## config.mk

```make
export PLATFORM = sky130hd
export DESIGN_NAME = orbit_camera_basis_update_core
export DESIGN_NICKNAME = d
export VERILOG_FILES = /design/src/orbcam_pkg.sv /design/src/orbit_camera_basis_update_core.sv /design/src/orbcam_wrap.sv /design/src/orbcam_mul.sv
export SDC_FILE = /design/constraint.sdc
export NUM_CORES = 2
export LEC_CHECK = 0
export BUFFER_PORTS_ARGS = -buffer_cell sky130_fd_sc_hd__buf_2
export CAP_MARGIN = 25
export CORE_UTILIZATION = 55
export CTS_BUF_LIST = sky130_fd_sc_hd__clkbuf_4 sky130_fd_sc_hd__clkbuf_8
export CTS_CLUSTER_SIZE = 24
export DETAILED_ROUTE_END_ITERATION = 6
export GPL_TIMING_DRIVEN = 0
export PLACE_DENSITY_LB_ADDON = 0.08
export SYNTH_ARGS = -nofsm -noshare
export SYNTH_HDL_FRONTEND = slang
export SYNTH_SLANG_ARGS = --single-unit
```

## constraint.sdc

```tcl
create_clock -name i_clk -period 30.5 [get_ports i_clk]
set_clock_uncertainty 0.05 [all_clocks]
set_input_delay 3.05 -clock i_clk [delete_from_list [all_inputs] [get_ports i_clk]]
set_output_delay 3.05 -clock i_clk [all_outputs]
set_load 0.05 [all_outputs]
```

## src/orbcam_pkg.sv

```systemverilog
// Shared types, constants and trig helpers for the orbit camera basis update.
// Used by every module of the block; depends on nothing else.
package orbcam_pkg;

    localparam int unsigned SINE_TABLE_ENTRIES = 91;

    localparam logic signed [7:0] C_ELEV_LIMIT = 8'sd89;
    localparam logic signed [7:0] C_ELEV_RESET = 8'sd45;
    localparam logic [8:0]        C_HEAD_RESET = 9'd90;
    localparam logic [15:0]       C_DIST_RESET = 16'd5120;
    localparam logic [16:0]       C_DEG_TURN   = 17'd360;
    localparam logic [16:0]       C_WRAP_BIAS  = 17'd92160;
    localparam logic [2:0]        C_WRAP_STEPS = 3'd7;
    localparam logic [2:0]        C_MUL_LAST   = 3'd7;

    localparam logic [14:0] C_QSINE [0:SINE_TABLE_ENTRIES-1] = '{
            15'd0,     15'd572,   15'd1144,  15'd1715,  15'd2286,
            15'd2856,  15'd3425,  15'd3993,  15'd4560,  15'd5126,
            15'd5690,  15'd6252,  15'd6813,  15'd7371,  15'd7927,
            15'd8481,  15'd9032,  15'd9580,  15'd10126, 15'd10668,
            15'd11207, 15'd11743, 15'd12275, 15'd12803, 15'd13328,
            15'd13848, 15'd14364, 15'd14876, 15'd15383, 15'd15886,
            15'd16384, 15'd16876, 15'd17364, 15'd17846, 15'd18323,
            15'd18794, 15'd19260, 15'd19720, 15'd20173, 15'd20621,
            15'd21062, 15'd21497, 15'd21925, 15'd22347, 15'd22762,
            15'd23170, 15'd23571, 15'd23964, 15'd24351, 15'd24730,
            15'd25101, 15'd25465, 15'd25821, 15'd26169, 15'd26509,
            15'd26841, 15'd27165, 15'd27481, 15'd27788, 15'd28087,
            15'd28377, 15'd28659, 15'd28932, 15'd29196, 15'd29451,
            15'd29697, 15'd29934, 15'd30162, 15'd30381, 15'd30591,
            15'd30791, 15'd30982, 15'd31163, 15'd31335, 15'd31498,
            15'd31650, 15'd31794, 15'd31927, 15'd32051, 15'd32165,
            15'd32269, 15'd32364, 15'd32448, 15'd32523, 15'd32587,
            15'd32642, 15'd32687, 15'd32722, 15'd32747, 15'd32762,
            15'd32767
        };

    typedef struct packed {
        logic signed [15:0] mouse_x;
        logic signed [15:0] mouse_y;
        logic signed [31:0] focus_x;
        logic signed [31:0] focus_y;
        logic signed [31:0] focus_z;
    } t_in_item;

    typedef struct packed {
        logic signed [15:0] dir_x;
        logic signed [15:0] dir_y;
        logic signed [15:0] dir_z;
        logic signed [15:0] side_x;
        logic signed [15:0] side_z;
        logic signed [15:0] upv_x;
        logic signed [15:0] upv_y;
        logic signed [15:0] upv_z;
        logic signed [31:0] eye_x;
        logic signed [31:0] eye_y;
        logic signed [31:0] eye_z;
    } t_out_item;

    typedef enum logic [2:0] {
        S_IDLE,
        S_WRAP,
        S_TRIG,
        S_MUL,
        S_DONE
    } t_state;

    typedef enum logic [2:0] {
        OP_CPCY,
        OP_CPSY,
        OP_SPCY,
        OP_SPSY,
        OP_EYEX,
        OP_EYEY,
        OP_EYEZ
    } t_op;

    typedef struct packed {
        logic signed [16:0] a;
        logic signed [16:0] b;
        logic               eye;
    } t_mul_req;

    typedef struct packed {
        logic       done;
        logic [8:0] heading;
    } t_wrap_stat;

    function automatic logic signed [15:0] f_qsin(input logic [6:0] idx);
        logic [6:0] k;
        k = (idx > 7'(SINE_TABLE_ENTRIES - 1)) ? 7'(SINE_TABLE_ENTRIES - 1) : idx;
        return {1'b0, C_QSINE[k]};
    endfunction

    function automatic logic signed [15:0] f_sin_deg(input logic [8:0] h);
        logic [6:0] idx;
        logic       neg;
        if (h <= 9'd90) begin
            idx = h[6:0];
            neg = 1'b0;
        end else if (h <= 9'd180) begin
            idx = 7'(9'd180 - h);
            neg = 1'b0;
        end else if (h <= 9'd270) begin
            idx = 7'(h - 9'd180);
            neg = 1'b1;
        end else begin
            idx = 7'(9'd360 - h);
            neg = 1'b1;
        end
        return neg ? -f_qsin(idx) : f_qsin(idx);
    endfunction

    function automatic logic signed [15:0] f_cos_deg(input logic [8:0] h);
        logic [9:0] h2;
        h2 = {1'b0, h} + 10'd90;
        if (h2 >= 10'd360) begin
            h2 = h2 - 10'd360;
        end
        return f_sin_deg(h2[8:0]);
    endfunction

endpackage

```

## src/orbit_camera_basis_update_core.sv

```systemverilog
// Orbit camera basis update: an accepted item passes through the modulo-360
// heading reducer (one scaled subtract a cycle), the sine table lookups and
// the one shared multiplier (four Q1.15 basis products, three eye offsets, one
// drain), then is loaded into the output register once that is free. Input stall
// is high for the whole item; a finished result waits in the output register
// until it is taken.
// orbit_distance may be written any cycle and is sampled during the eye products.
module orbit_camera_basis_update_core (
    input  logic                  i_clk,
    input  logic                  i_rst_n,
    input  logic                  i_in_valid,
    output logic                  o_in_stall,
    input  orbcam_pkg::t_in_item  i_in_item,
    output logic                  o_out_valid,
    input  logic                  i_out_stall,
    output orbcam_pkg::t_out_item o_out_item,
    input  logic                  i_cfg_we,
    input  logic [15:0]           i_cfg_wdata
);
    import orbcam_pkg::*;

    t_state             r_state;
    t_state             n_state;
    logic [2:0]         r_cnt;
    logic               r_out_valid;
    t_out_item          r_out;
    logic [15:0]        r_orbit_distance;
    logic signed [15:0] r_last_x;
    logic signed [15:0] r_last_y;
    logic               r_mouse_seen;
    logic signed [7:0]  r_elev;
    logic [8:0]         r_heading;
    logic signed [31:0] r_focus_x;
    logic signed [31:0] r_focus_y;
    logic signed [31:0] r_focus_z;
    logic signed [15:0] r_sp;
    logic signed [15:0] r_cp;
    logic signed [15:0] r_sy;
    logic signed [15:0] r_cy;
    t_out_item          r_work;

    logic               accept;
    logic               load_out;
    logic signed [16:0] dx;
    logic signed [16:0] dy;
    logic signed [17:0] h_sum;
    logic signed [17:0] e_sum;
    logic signed [7:0]  e_new;
    logic signed [17:0] wrap_in;
    t_wrap_stat         wrap_stat;
    logic [6:0]         e_abs;
    t_mul_req           mul_req;
    logic signed [26:0] mul_res;

    function automatic logic signed [31:0] f_eye(input logic signed [31:0] focus,
                                                 input logic signed [26:0] off);
        logic signed [32:0] s;
        s = {focus[31], focus} + {{6{off[26]}}, off};
        if (s[32] != s[31]) begin
            return s[32] ? 32'sh8000_0000 : 32'sh7fff_ffff;
        end
        return s[31:0];
    endfunction

    assign accept      = i_in_valid && (r_state == S_IDLE);
    assign o_in_stall  = (r_state != S_IDLE);
    assign o_out_valid = r_out_valid;
    assign o_out_item  = r_out;

    always_comb begin
        dx    = {r_last_x[15], r_last_x} - {i_in_item.mouse_x[15], i_in_item.mouse_x};
        dy    = {r_last_y[15], r_last_y} - {i_in_item.mouse_y[15], i_in_item.mouse_y};
        h_sum = {9'd0, r_heading} + {dx[16], dx};
        e_sum = {{10{r_elev[7]}}, r_elev} + {dy[16], dy};
        priority if (e_sum > 18'sd89) begin
            e_new = C_ELEV_LIMIT;
        end else if (e_sum < -18'sd89) begin
            e_new = -C_ELEV_LIMIT;
        end else begin
            e_new = e_sum[7:0];
        end
        wrap_in = r_mouse_seen ? h_sum : {9'd0, r_heading};
        e_abs   = r_elev[7] ? 7'(-r_elev) : r_elev[6:0];
    end

    orbcam_wrap u_wrap (
        .i_clk   (i_clk),
        .i_rst_n (i_rst_n),
        .i_start (accept),
        .i_value (wrap_in),
        .o_stat  (wrap_stat)
    );

    always_comb begin
        mul_req = '0;
        case (t_op'(r_cnt))
            OP_CPCY: begin
                mul_req.a = {r_cp[15], r_cp};
                mul_req.b = {r_cy[15], r_cy};
            end
            OP_CPSY: begin
                mul_req.a = {r_cp[15], r_cp};
                mul_req.b = {r_sy[15], r_sy};
            end
            OP_SPCY: begin
                mul_req.a = {r_sp[15], r_sp};
                mul_req.b = {r_cy[15], r_cy};
            end
            OP_SPSY: begin
                mul_req.a = {r_sp[15], r_sp};
                mul_req.b = {r_sy[15], r_sy};
            end
            OP_EYEX: begin
                mul_req.a   = {r_work.dir_x[15], r_work.dir_x};
                mul_req.b   = {1'b0, r_orbit_distance};
                mul_req.eye = 1'b1;
            end
            OP_EYEY: begin
                mul_req.a   = {r_work.dir_y[15], r_work.dir_y};
                mul_req.b   = {1'b0, r_orbit_distance};
                mul_req.eye = 1'b1;
            end
            OP_EYEZ: begin
                mul_req.a   = {r_work.dir_z[15], r_work.dir_z};
                mul_req.b   = {1'b0, r_orbit_distance};
                mul_req.eye = 1'b1;
            end
            default: begin
                mul_req = '0;
            end
        endcase
    end

    orbcam_mul u_mul (
        .i_clk (i_clk),
        .i_req (mul_req),
        .o_res (mul_res)
    );

    always_comb begin
        n_state  = r_state;
        load_out = 1'b0;
        unique case (r_state)
            S_IDLE: begin
                if (accept) begin
                    n_state = S_WRAP;
                end
            end
            S_WRAP: begin
                if (wrap_stat.done) begin
                    n_state = S_TRIG;
                end
            end
            S_TRIG: begin
                n_state = S_MUL;
            end
            S_MUL: begin
                if (r_cnt == C_MUL_LAST) begin
                    n_state = S_DONE;
                end
            end
            S_DONE: begin
                if (!r_out_valid || !i_out_stall) begin
                    load_out = 1'b1;
                    n_state  = S_IDLE;
                end
            end
            default: begin
                n_state = S_IDLE;
            end
        endcase
    end

    always_ff @(posedge i_clk) begin
        if (!i_rst_n) begin
            r_state          <= S_IDLE;
            r_cnt            <= 3'd0;
            r_out_valid      <= 1'b0;
            r_orbit_distance <= C_DIST_RESET;
            r_last_x         <= '0;
            r_last_y         <= '0;
            r_mouse_seen     <= 1'b0;
            r_elev           <= C_ELEV_RESET;
            r_heading        <= C_HEAD_RESET;
        end else begin
            r_state <= n_state;
            if (r_state == S_TRIG) begin
                r_cnt <= 3'd0;
            end else if (r_state == S_MUL) begin
                r_cnt <= r_cnt + 3'd1;
            end
            if (load_out) begin
                r_out_valid <= 1'b1;
            end else if (!i_out_stall) begin
                r_out_valid <= 1'b0;
            end
            if (i_cfg_we) begin
                r_orbit_distance <= i_cfg_wdata;
            end
            if (accept) begin
                r_last_x     <= i_in_item.mouse_x;
                r_last_y     <= i_in_item.mouse_y;
                r_mouse_seen <= 1'b1;
                if (r_mouse_seen) begin
                    r_elev <= e_new;
                end
            end
            if (r_state == S_WRAP && wrap_stat.done) begin
                r_heading <= wrap_stat.heading;
            end
        end
    end

    always_ff @(posedge i_clk) begin
        if (accept) begin
            r_focus_x <= i_in_item.focus_x;
            r_focus_y <= i_in_item.focus_y;
            r_focus_z <= i_in_item.focus_z;
        end
        if (r_state == S_TRIG) begin
            r_sp          <= r_elev[7] ? -f_qsin(e_abs) : f_qsin(e_abs);
            r_cp          <= f_qsin(7'd90 - e_abs);
            r_sy          <= f_sin_deg(r_heading);
            r_cy          <= f_cos_deg(r_heading);
        end
        if (r_state == S_MUL) begin
            r_work.dir_y  <= r_sp;
            r_work.side_x <= r_sy;
            r_work.side_z <= -r_cy;
            r_work.upv_y  <= r_cp;
            if (r_cnt != 3'd0) begin
                case (t_op'(r_cnt - 3'd1))
                    OP_CPCY: r_work.dir_x <= mul_res[15:0];
                    OP_CPSY: r_work.dir_z <= mul_res[15:0];
                    OP_SPCY: r_work.upv_x <= -mul_res[15:0];
                    OP_SPSY: r_work.upv_z <= -mul_res[15:0];
                    OP_EYEX: r_work.eye_x <= f_eye(r_focus_x, mul_res);
                    OP_EYEY: r_work.eye_y <= f_eye(r_focus_y, mul_res);
                    OP_EYEZ: r_work.eye_z <= f_eye(r_focus_z, mul_res);
                    default: r_work.eye_z <= r_work.eye_z;
                endcase
            end
        end
        if (load_out) begin
            r_out <= r_work;
        end
    end

`ifndef SYNTHESIS
    a_heading_range: assert property (@(posedge i_clk) disable iff (!i_rst_n)
        r_heading < 9'd360)
        else $error("heading out of range");

    a_elev_range: assert property (@(posedge i_clk) disable iff (!i_rst_n)
        (r_elev <= C_ELEV_LIMIT) && (r_elev >= -C_ELEV_LIMIT))
        else $error("elevation out of range");

    a_wrap_done_state: assert property (@(posedge i_clk) disable iff (!i_rst_n)
        wrap_stat.done |-> (r_state == S_WRAP))
        else $error("heading reducer finished outside its state");

    a_load_after_mul: assert property (@(posedge i_clk) disable iff (!i_rst_n)
        accept |=> !r_out_valid || $stable(r_out) || !$past(i_out_stall))
        else $error("pending result changed while stalled");
`endif

endmodule

```

## src/orbcam_wrap.sv

```systemverilog
// Heading reduction modulo 360: one compare-and-subtract of a scaled 360 per cycle.
// Depends on orbcam_pkg.
module orbcam_wrap (
    input  logic                    i_clk,
    input  logic                    i_rst_n,
    input  logic                    i_start,
    input  logic signed [17:0]      i_value,
    output orbcam_pkg::t_wrap_stat  o_stat
);
    import orbcam_pkg::*;

    logic        r_busy;
    logic [2:0]  r_k;
    logic [16:0] r_val;
    logic [16:0] step;
    logic [16:0] n_val;

    always_comb begin
        step  = C_DEG_TURN << r_k;
        n_val = (r_val >= step) ? (r_val - step) : r_val;
    end

    assign o_stat.done    = r_busy && (r_k == 3'd0);
    assign o_stat.heading = n_val[8:0];

    always_ff @(posedge i_clk) begin
        if (!i_rst_n) begin
            r_busy <= 1'b0;
            r_k    <= 3'd0;
        end else if (i_start) begin
            r_busy <= 1'b1;
            r_k    <= C_WRAP_STEPS;
        end else if (r_busy) begin
            r_k <= r_k - 3'd1;
            if (r_k == 3'd0) begin
                r_busy <= 1'b0;
            end
        end
    end

    always_ff @(posedge i_clk) begin
        if (i_start) begin
            r_val <= i_value[17] ? 17'(i_value + {1'b0, C_WRAP_BIAS}) : i_value[16:0];
        end else if (r_busy) begin
            r_val <= n_val;
        end
    end

endmodule

```

## src/orbcam_mul.sv

```systemverilog
// Shared signed multiplier with registered product and round-half-away shift.
// Depends on orbcam_pkg.
module orbcam_mul (
    input  logic                  i_clk,
    input  orbcam_pkg::t_mul_req  i_req,
    output logic signed [26:0]    o_res
);
    import orbcam_pkg::*;

    logic signed [16:0] a;
    logic signed [16:0] b;
    logic signed [33:0] r_prod;
    logic               r_eye;
    logic signed [33:0] sum;
    logic signed [33:0] sh;

    assign a = i_req.a;
    assign b = i_req.b;

    always_ff @(posedge i_clk) begin
        r_prod <= a * b;
        r_eye  <= i_req.eye;
    end

    always_comb begin
        sum = r_prod + (r_eye ? 34'sd64 : 34'sd16384) - {33'd0, r_prod[33]};
        sh  = r_eye ? (sum >>> 7) : (sum >>> 15);
    end

    assign o_res = sh[26:0];

endmodule
```

# [Word level (Yosys, flattened, before mapping)]
# Memories as Yosys holds them, arrays and structs flattened. A register that Yosys moved wholly into a read port is not among the register bits.
# Cells that the tools add are included.
[word_totals] reg_bits=719 romBits=7680 inputBits=149 elab_cells=230 mem_count=4
[mem_list] memory="(no name shown)" depth=128 width=15 read_ports=1 rd_clocked_by_memory_dff=0 wr=0 line="orbcam_pkg.sv:92" rtl="return {1'b0, C_QSINE[k]};"
[mem_list] memory="(no name shown)" depth=128 width=15 read_ports=1 rd_clocked_by_memory_dff=0 wr=0 line="orbcam_pkg.sv:92"
[mem_list] memory="(no name shown)" depth=128 width=15 read_ports=1 rd_clocked_by_memory_dff=1 wr=0 line="orbcam_pkg.sv:92"
[mem_list] memory="(no name shown)" depth=128 width=15 read_ports=1 rd_clocked_by_memory_dff=0 wr=0 line="orbcam_pkg.sv:92"
[op_classes] add_sub_neg=29 n_mul=1 n_lt_le_gt_ge=17 n_eq_ne=25 n_shift=1 n_mux=76 n_bitwise=5 reduce_logical=26
[ops] op="2-to-1 mux 32 bit" n=9
[ops] op="case mux 34 bit (7 select lines)" n=1
[ops] op="2-to-1 mux 15 bit" n=10
[ops] op="adder 32 x 27 -> 33 bit" n=3
[ops] op="2-to-1 mux 7 bit" n=13
[ops] op="2-to-1 mux 17 bit" n=4
[ops] op="negator 15 -> 16 bit" n=3
[ops] op="adder 34 bit" n=1
[ops] op="multiplier 17 x 17 -> 34 bit" n=1
[ops] op="subtractor 16 x 16 -> 17 bit" n=2
[ops] op="subtractor 34 x 1 -> 34 bit" n=1
[ops] op="negator 16 bit" n=2
[ops] op="NOT 7 -> 8 bit" n=4
[ops] op="greater-than comparator 7 bit, second input constant" n=4
[ops] op="2-to-1 mux 1 bit" n=26
[ops] op="2-to-1 mux 26 bit" n=1
[ops] op="== test 3 bit, second input constant" n=8
[ops] op=">= comparator 8 bit, second input constant" n=3
[ops] op="AND reduction 3 bit" n=7
[ops] op="subtractor 7 bit, first input constant" n=3
[ops] op="adder 10 x 17 -> 18 bit" n=1
[ops] op="adder 8 x 17 -> 18 bit" n=1
[ops] op="== test 3 x 2 -> 1 bit, second input constant" n=6
[ops] op="greater-than comparator 18 x 8 -> 1 bit, second input constant" n=1
[ops] op="other kinds (36)" n=65

# [Longest topological paths before layout]
[depth] ltp_word=17 mapped_depth=39 mapped_depth_nobuf=36

# [Cells and area by module]
# A second synthesis with hierarchy kept.
[hier_totals] hier_cells=5775 area_unflattened_um2=56287.7
[modules_own_cells] mod="orbit_camera_basis_update_core" instances=1 cells_per_inst=3992 area_per_inst_um2=40461.3 seq_area_each_um2=19628.8
[modules_own_cells] mod="orbcam_mul" instances=1 cells_per_inst=1572 area_per_inst_um2=13828.3 seq_area_each_um2=700.7
[modules_own_cells] mod="orbcam_wrap" instances=1 cells_per_inst=211 area_per_inst_um2=1998.2 seq_area_each_um2=590.6

# [Worst setup path after synthesis]
# No wires, ideal clock.
[synth_path] kind="input to register" from="input port i_out_stall" to="register r_out (netlist bit o_out_item[0]) (enable)" setup_ps=882 t_arrival_ps=13762 required_time_ps=29568 slack_ps=15806 cell_stages=1 path_buffers=0 cell_sequence="a21oi_1"
[synth_via] elab_chain_cells=4
[synth_lines] item="start: declaration" line="orbit_camera_basis_update_core.sv:15" rtl="input logic i_out_stall,"
[synth_lines] item="logical NOT 1 bit"
[synth_lines] item="logical OR 1 bit" line="orbit_camera_basis_update_core.sv:163" rtl="if (!r_out_valid || !i_out_stall) begin"
[synth_lines] item="2-to-1 mux 1 bit" line="orbit_camera_basis_update_core.sv:163"
[synth_lines] item="2-to-1 mux 1 bit" line="orbit_camera_basis_update_core.sv:143" rtl="unique case (r_state)"
[synth_lines] item="end signal: assignment" line="orbit_camera_basis_update_core.sv:245" rtl="r_out <= r_work;"
[synth_lines] item="end: declaration" line="orbit_camera_basis_update_core.sv:26" rtl="t_out_item r_out;"
# Every way passes these cells.
# A chain may end at the register's enable or synchronous reset.

# [Final worst setup path]
[layout_path] from="register u_mul.r_eye" to="register r_work[25] (netlist bit), data pin"
[layout_via] elab_chain_cells=11 elab_cells_between_ends=13 classes_between="3 x add/sub; 1 x eq/ne; 9 x mux"
[layout_lines] item="start: declaration" line="orbcam_mul.sv:13" rtl="logic r_eye;"
[layout_lines] item="start signal: assignment" line="orbcam_mul.sv:22" rtl="r_eye <= i_req.eye;"
[layout_lines] item="2-to-1 mux 15 bit" line="orbcam_mul.sv:26" rtl="sum = r_prod + (r_eye ? 34'sd64 : 34'sd16384) - {33'd0, r_prod[33]};"
[layout_lines] item="adder 34 bit" line="orbcam_mul.sv:26"
[layout_lines] item="subtractor 34 x 1 -> 34 bit" line="orbcam_mul.sv:26"
[layout_lines] item="2-to-1 mux 26 bit *" line="orbcam_mul.sv:27" rtl="sh = r_eye ? (sum >>> 7) : (sum >>> 15);"
[layout_lines] item="via mul_res[0]" line="orbit_camera_basis_update_core.sv:53" rtl="logic signed [26:0] mul_res;"
[layout_lines] item="adder 32 x 27 -> 33 bit *" line="orbit_camera_basis_update_core.sv:58" rtl="s = {focus[31], focus} + {{6{off[26]}}, off};"
[layout_lines] item="inequality test 1 bit" line="orbit_camera_basis_update_core.sv:59" rtl="if (s[32] != s[31]) begin"
[layout_lines] item="2-to-1 mux 1 bit" line="orbit_camera_basis_update_core.sv:59"
[layout_lines] item="2-to-1 mux 1 bit" line="orbit_camera_basis_update_core.sv:232" rtl="case (t_op'(r_cnt - 3'd1))"
[layout_lines] item="2-to-1 mux 1 bit" line="orbit_camera_basis_update_core.sv:231" rtl="if (r_cnt != 3'd0) begin"
[layout_lines] item="2-to-1 mux 1 bit" line="orbit_camera_basis_update_core.sv:226" rtl="if (r_state == S_MUL) begin"
[layout_lines] item="2-to-1 mux 32 bit *" line="orbit_camera_basis_update_core.sv:62" rtl="return s[31:0];"
[layout_lines] item="end: declaration" line="orbit_camera_basis_update_core.sv:40" rtl="t_out_item r_work;"
# Mark *: on every way through the listed nets, which the timed path passes. The rest lies on a longest branch. The select of a mux whose other input is x is not followed.

==> impl_metrics.tcl <==
set metrics [dict create \
    ctsHoldBuffers 0 \
    cts_tree "built" \
    postSynthAreaPerCell_um2 9.91 \
    via_count 45907 \
    die_y_um 316 \
    met3_usage_pct 7.20 \
    setup_viol_count_final 0 \
    insertion_delay_ns 0.83 \
    yosysSeqAreaShare_pct 38.5 \
    worstMarginPinSlew_ns 1.35 \
    gp_congestion 0.999 \
    slowest_stage "nor2_1" \
    place_area_um2 58400 \
    synthFlopType "edfxtp_1" \
    htree_levels 3 \
    grt_pass1_wl_um 266000 \
    io-pin-count 375 \
    cts_root_buf "clkbuf_8" \
    first_iter_violations 5114 \
    final.setup.worst_slack_ns 20.05 \
    grt_pass1_vias 43957 \
    slew-limit-headroom_pct 9.91 \
    cts_buffers 119 \
    status "finished, violations left" \
    grt-ovfl-total 0 \
    syn_nets 6300 \
    crit_fanout 10 \
    rr_endpoint "r_work[25]" \
    grtUsageMet1_pct 45.3 \
    path_class "reg -> reg" \
    holdCritPathClass "reg -> reg" \
    finalCriticalPeriod_ns 10.45 \
    drv_slew 0 \
    finalHoldViolations 0 \
    final_nets 6837 \
    grt_use_total_pct 35.4 \
    drtPass1Iterations 7 \
    reg2reg_from "u_mul.r_eye" \
    ir_worst_vdd_uv 121 \
    period_share_pct 34.3 \
    drive_above_1_share_pct 12.4 \
    yosysWarningCount 0 \
    yosys.cell_types.count 124 \
    postCtsSetupBuffers 0 \
    max_cap_violations 0 \
    grt-busiest-layer "met2" \
    critPathLaunch "u_mul.r_eye" \
    synth_cells 5485 \
    end_kind "register" \
    seq_power_share_pct 20.0 \
    num_rows 114 \
    ys_ff_latch 734 \
    die_w_um 316 \
    start_util_pct 55.9 \
    cts_num_sinks 734 \
    crit_end "r_work[25]" \
    violations "DRC" \
    p_leak_nw 24.8 \
    rr_worst_depth 33 \
    cp.required_ns 30.98 \
    ant_nets 0 \
    routed_wirelength_um 180000 \
    avgRoutedWirePerCell_um 24.3 \
    cts.clk_slew.worst_paths_ns 0.07 \
    synthToLayoutAreaGrowth_pct 12.4 \
    setup_tns_ns 0 \
    use_met2_pct 57.8 \
    dpl.hpwl_um 140000 \
    combPwrFrac_pct 67.0 \
    rsz0062_at_grt "no" \
    synth-async-reset-ratio_pct 0 \
    port_buffers 372 \
    switchingPower_mw 3.42 \
    clockPowerShare_pct 13.0 \
    p_int_mw 3.75 \
    clockBufferDepth 3 \
    switching_share_pct 47.7 \
    grt_antenna_before_repair 15 \
    hp-start "r_work[96]" \
    crit_path_max_incr_delay_ns 0.69 \
    cts.repair.resized 0 \
    core_um2 97300 \
    powerDensity_nw_per_um2 117 \
    crit_top_cell "a21oi_1" \
    design_area_um2 61100 \
    fp.dieArea_um2 100000 \
    fmax_mhz 95.6 \
    vias_per_cell 6.19 \
    worst_setup_path_start_kind "register" \
    critPathArrivalTime_ns 10.93 \
    syn-cell-area_um2 54300 \
    fillers 7985 \
    synth-edff-count 622 \
    drc 6 \
    r2r_slack_ns 20.05 \
    dpl_worst_slack_ns 20.32 \
    grt_max_degree 39 \
]
[cell families after synthesis]
logic type | share of synthesized area [%]
adder cells (fa/ha/maj) | 19.9
flip-flops | 38.5
XOR/XNOR | 4.65
buffers and inverters | 5.84
AND/OR/NAND/NOR | 12.2
multiplexers | 1.13
AO/OA/AOI/OAI | 17.7
other | 0.00690
[layout make-up]
class	instances	area, um2	area share, %
Clock inverter	66	606	0.992
Multi-Input combinational cell	3932	30300	49.7
Antenna cell	9	22.5	0.0369
Timing Repair Buffer	416	2410	3.94
Buffer	261	1080	1.77
Inverter	558	2090	3.43
Sequential cell	734	20900	34.3
Clock buffer	160	1990	3.26
Tap cell	1276	1600	2.61
[per-stage QoR]
stage | instances | utilization (%) | total power [mW] | hold slack, ns
after floorplan | 5485 | - | 4.89 | 0.350
after global placement | 7133 | 59.4 | 6.01 | 0.351
after detailed placement | 7173 | 60.0 | 6.14 | 0.355
after CTS | 7399 | 62.7 | 7.10 | 0.317
after global routing | 7411 | 62.8 | 7.68 | 0.329
final | 7412 | 62.8 | 7.17 | 0.335
[worst max-delay path: cells and delay by family, from the launching register on]
| family | cells | cell delay [ns] |
|---|---|---|
| simple gates | 3 | 0.90 |
| compound gates | 20 | 5.46 |
| xor+xnor | 1 | 0.09 |
| fa+ha+maj | 4 | 1.44 |
| buf+inv | 5 | 1.62 |
| flops | 1 | 0.55 |
[cells in the final DEF, fill, tap and decap left out, drive strengths merged, types with 95 or more instances in the layout]
cell and instances:
nor2 433, dfxtp 112, inv 561, nand2 579, buf 468, nor3 100
nand3 95, ha 351, o21ai 298, a21oi 361, xnor2 211, fa 315
edfxtp 622, clkbuf 369
[Yosys cell counts (41+ instances only)]
master / count / share of area, %
a21o_1: 68 / 0.94
a21boi_0: 51 / 0.70
edfxtp_1: 622 / 34
o211ai_1: 67 / 0.93
a21oi_1: 360 / 3.3
nand2b_1: 41 / 0.47
ha_1: 351 / 8.1
nor3_1: 98 / 0.90
dfxtp_1: 112 / 4.1
o21a_1: 42 / 0.58
fa_1: 315 / 12
xnor2_1: 206 / 3.3
o21bai_1: 48 / 0.66
nor2_1: 431 / 3.0
xor2_1: 72 / 1.2
nand3_1: 94 / 0.87
a31oi_1: 56 / 0.64
o21ai_0: 278 / 2.6
nand2_1: 579 / 4.0
clkbuf_1: 208 / 1.4
a211oi_1: 56 / 0.77
inv_1: 551 / 3.8
[flip-flops by register name (all words and copies together), names as in the netlist, 3 cells and up]
signal	cells
r_orbit_distance	16
r_cnt	3
r_sp	16
o_out_item	223
r_sy	16
r_focus_x	32
r_cp	15
r_cy	16
r_work	223
r_heading	9
r_last_x	16
u_wrap.r_val	17
u_wrap.r_k	3
r_last_y	16
r_elev	8
r_focus_y	32
r_state	3
r_focus_z	32
u_mul.r_prod	34
[worst min-delay path by stage]
stage                      endpoint  cells after the start
global route         o_out_item[37]                      0
CTS                  o_out_item[96]                      0
finish               o_out_item[96]                      0
floorplan             o_out_item[0]                      0
detailed placement  o_out_item[128]                      0
global placement     o_out_item[74]                      0
[routing by layer]
metal  part of all wire, %  wire [um]
met5                 0.020         36
met4                   5.3       9560
met3                   9.7      17400
met2                    46      83200
met1                    39      70300
[power groups by stage]
stage | sequential, mW | combinational, mW | clock, mW
2_1_floorplan | 1.45 | 3.44 | 0
5_1_grt | 1.44 | 5.26 | 0.983
3_3_place_gp | 1.46 | 4.55 | 0
3_5_place_dp | 1.46 | 4.69 | 0
4_1_cts | 1.44 | 4.72 | 0.942
6_report | 1.44 | 4.80 | 0.930
No activity file was read; power rests on OpenSTA's default activity.
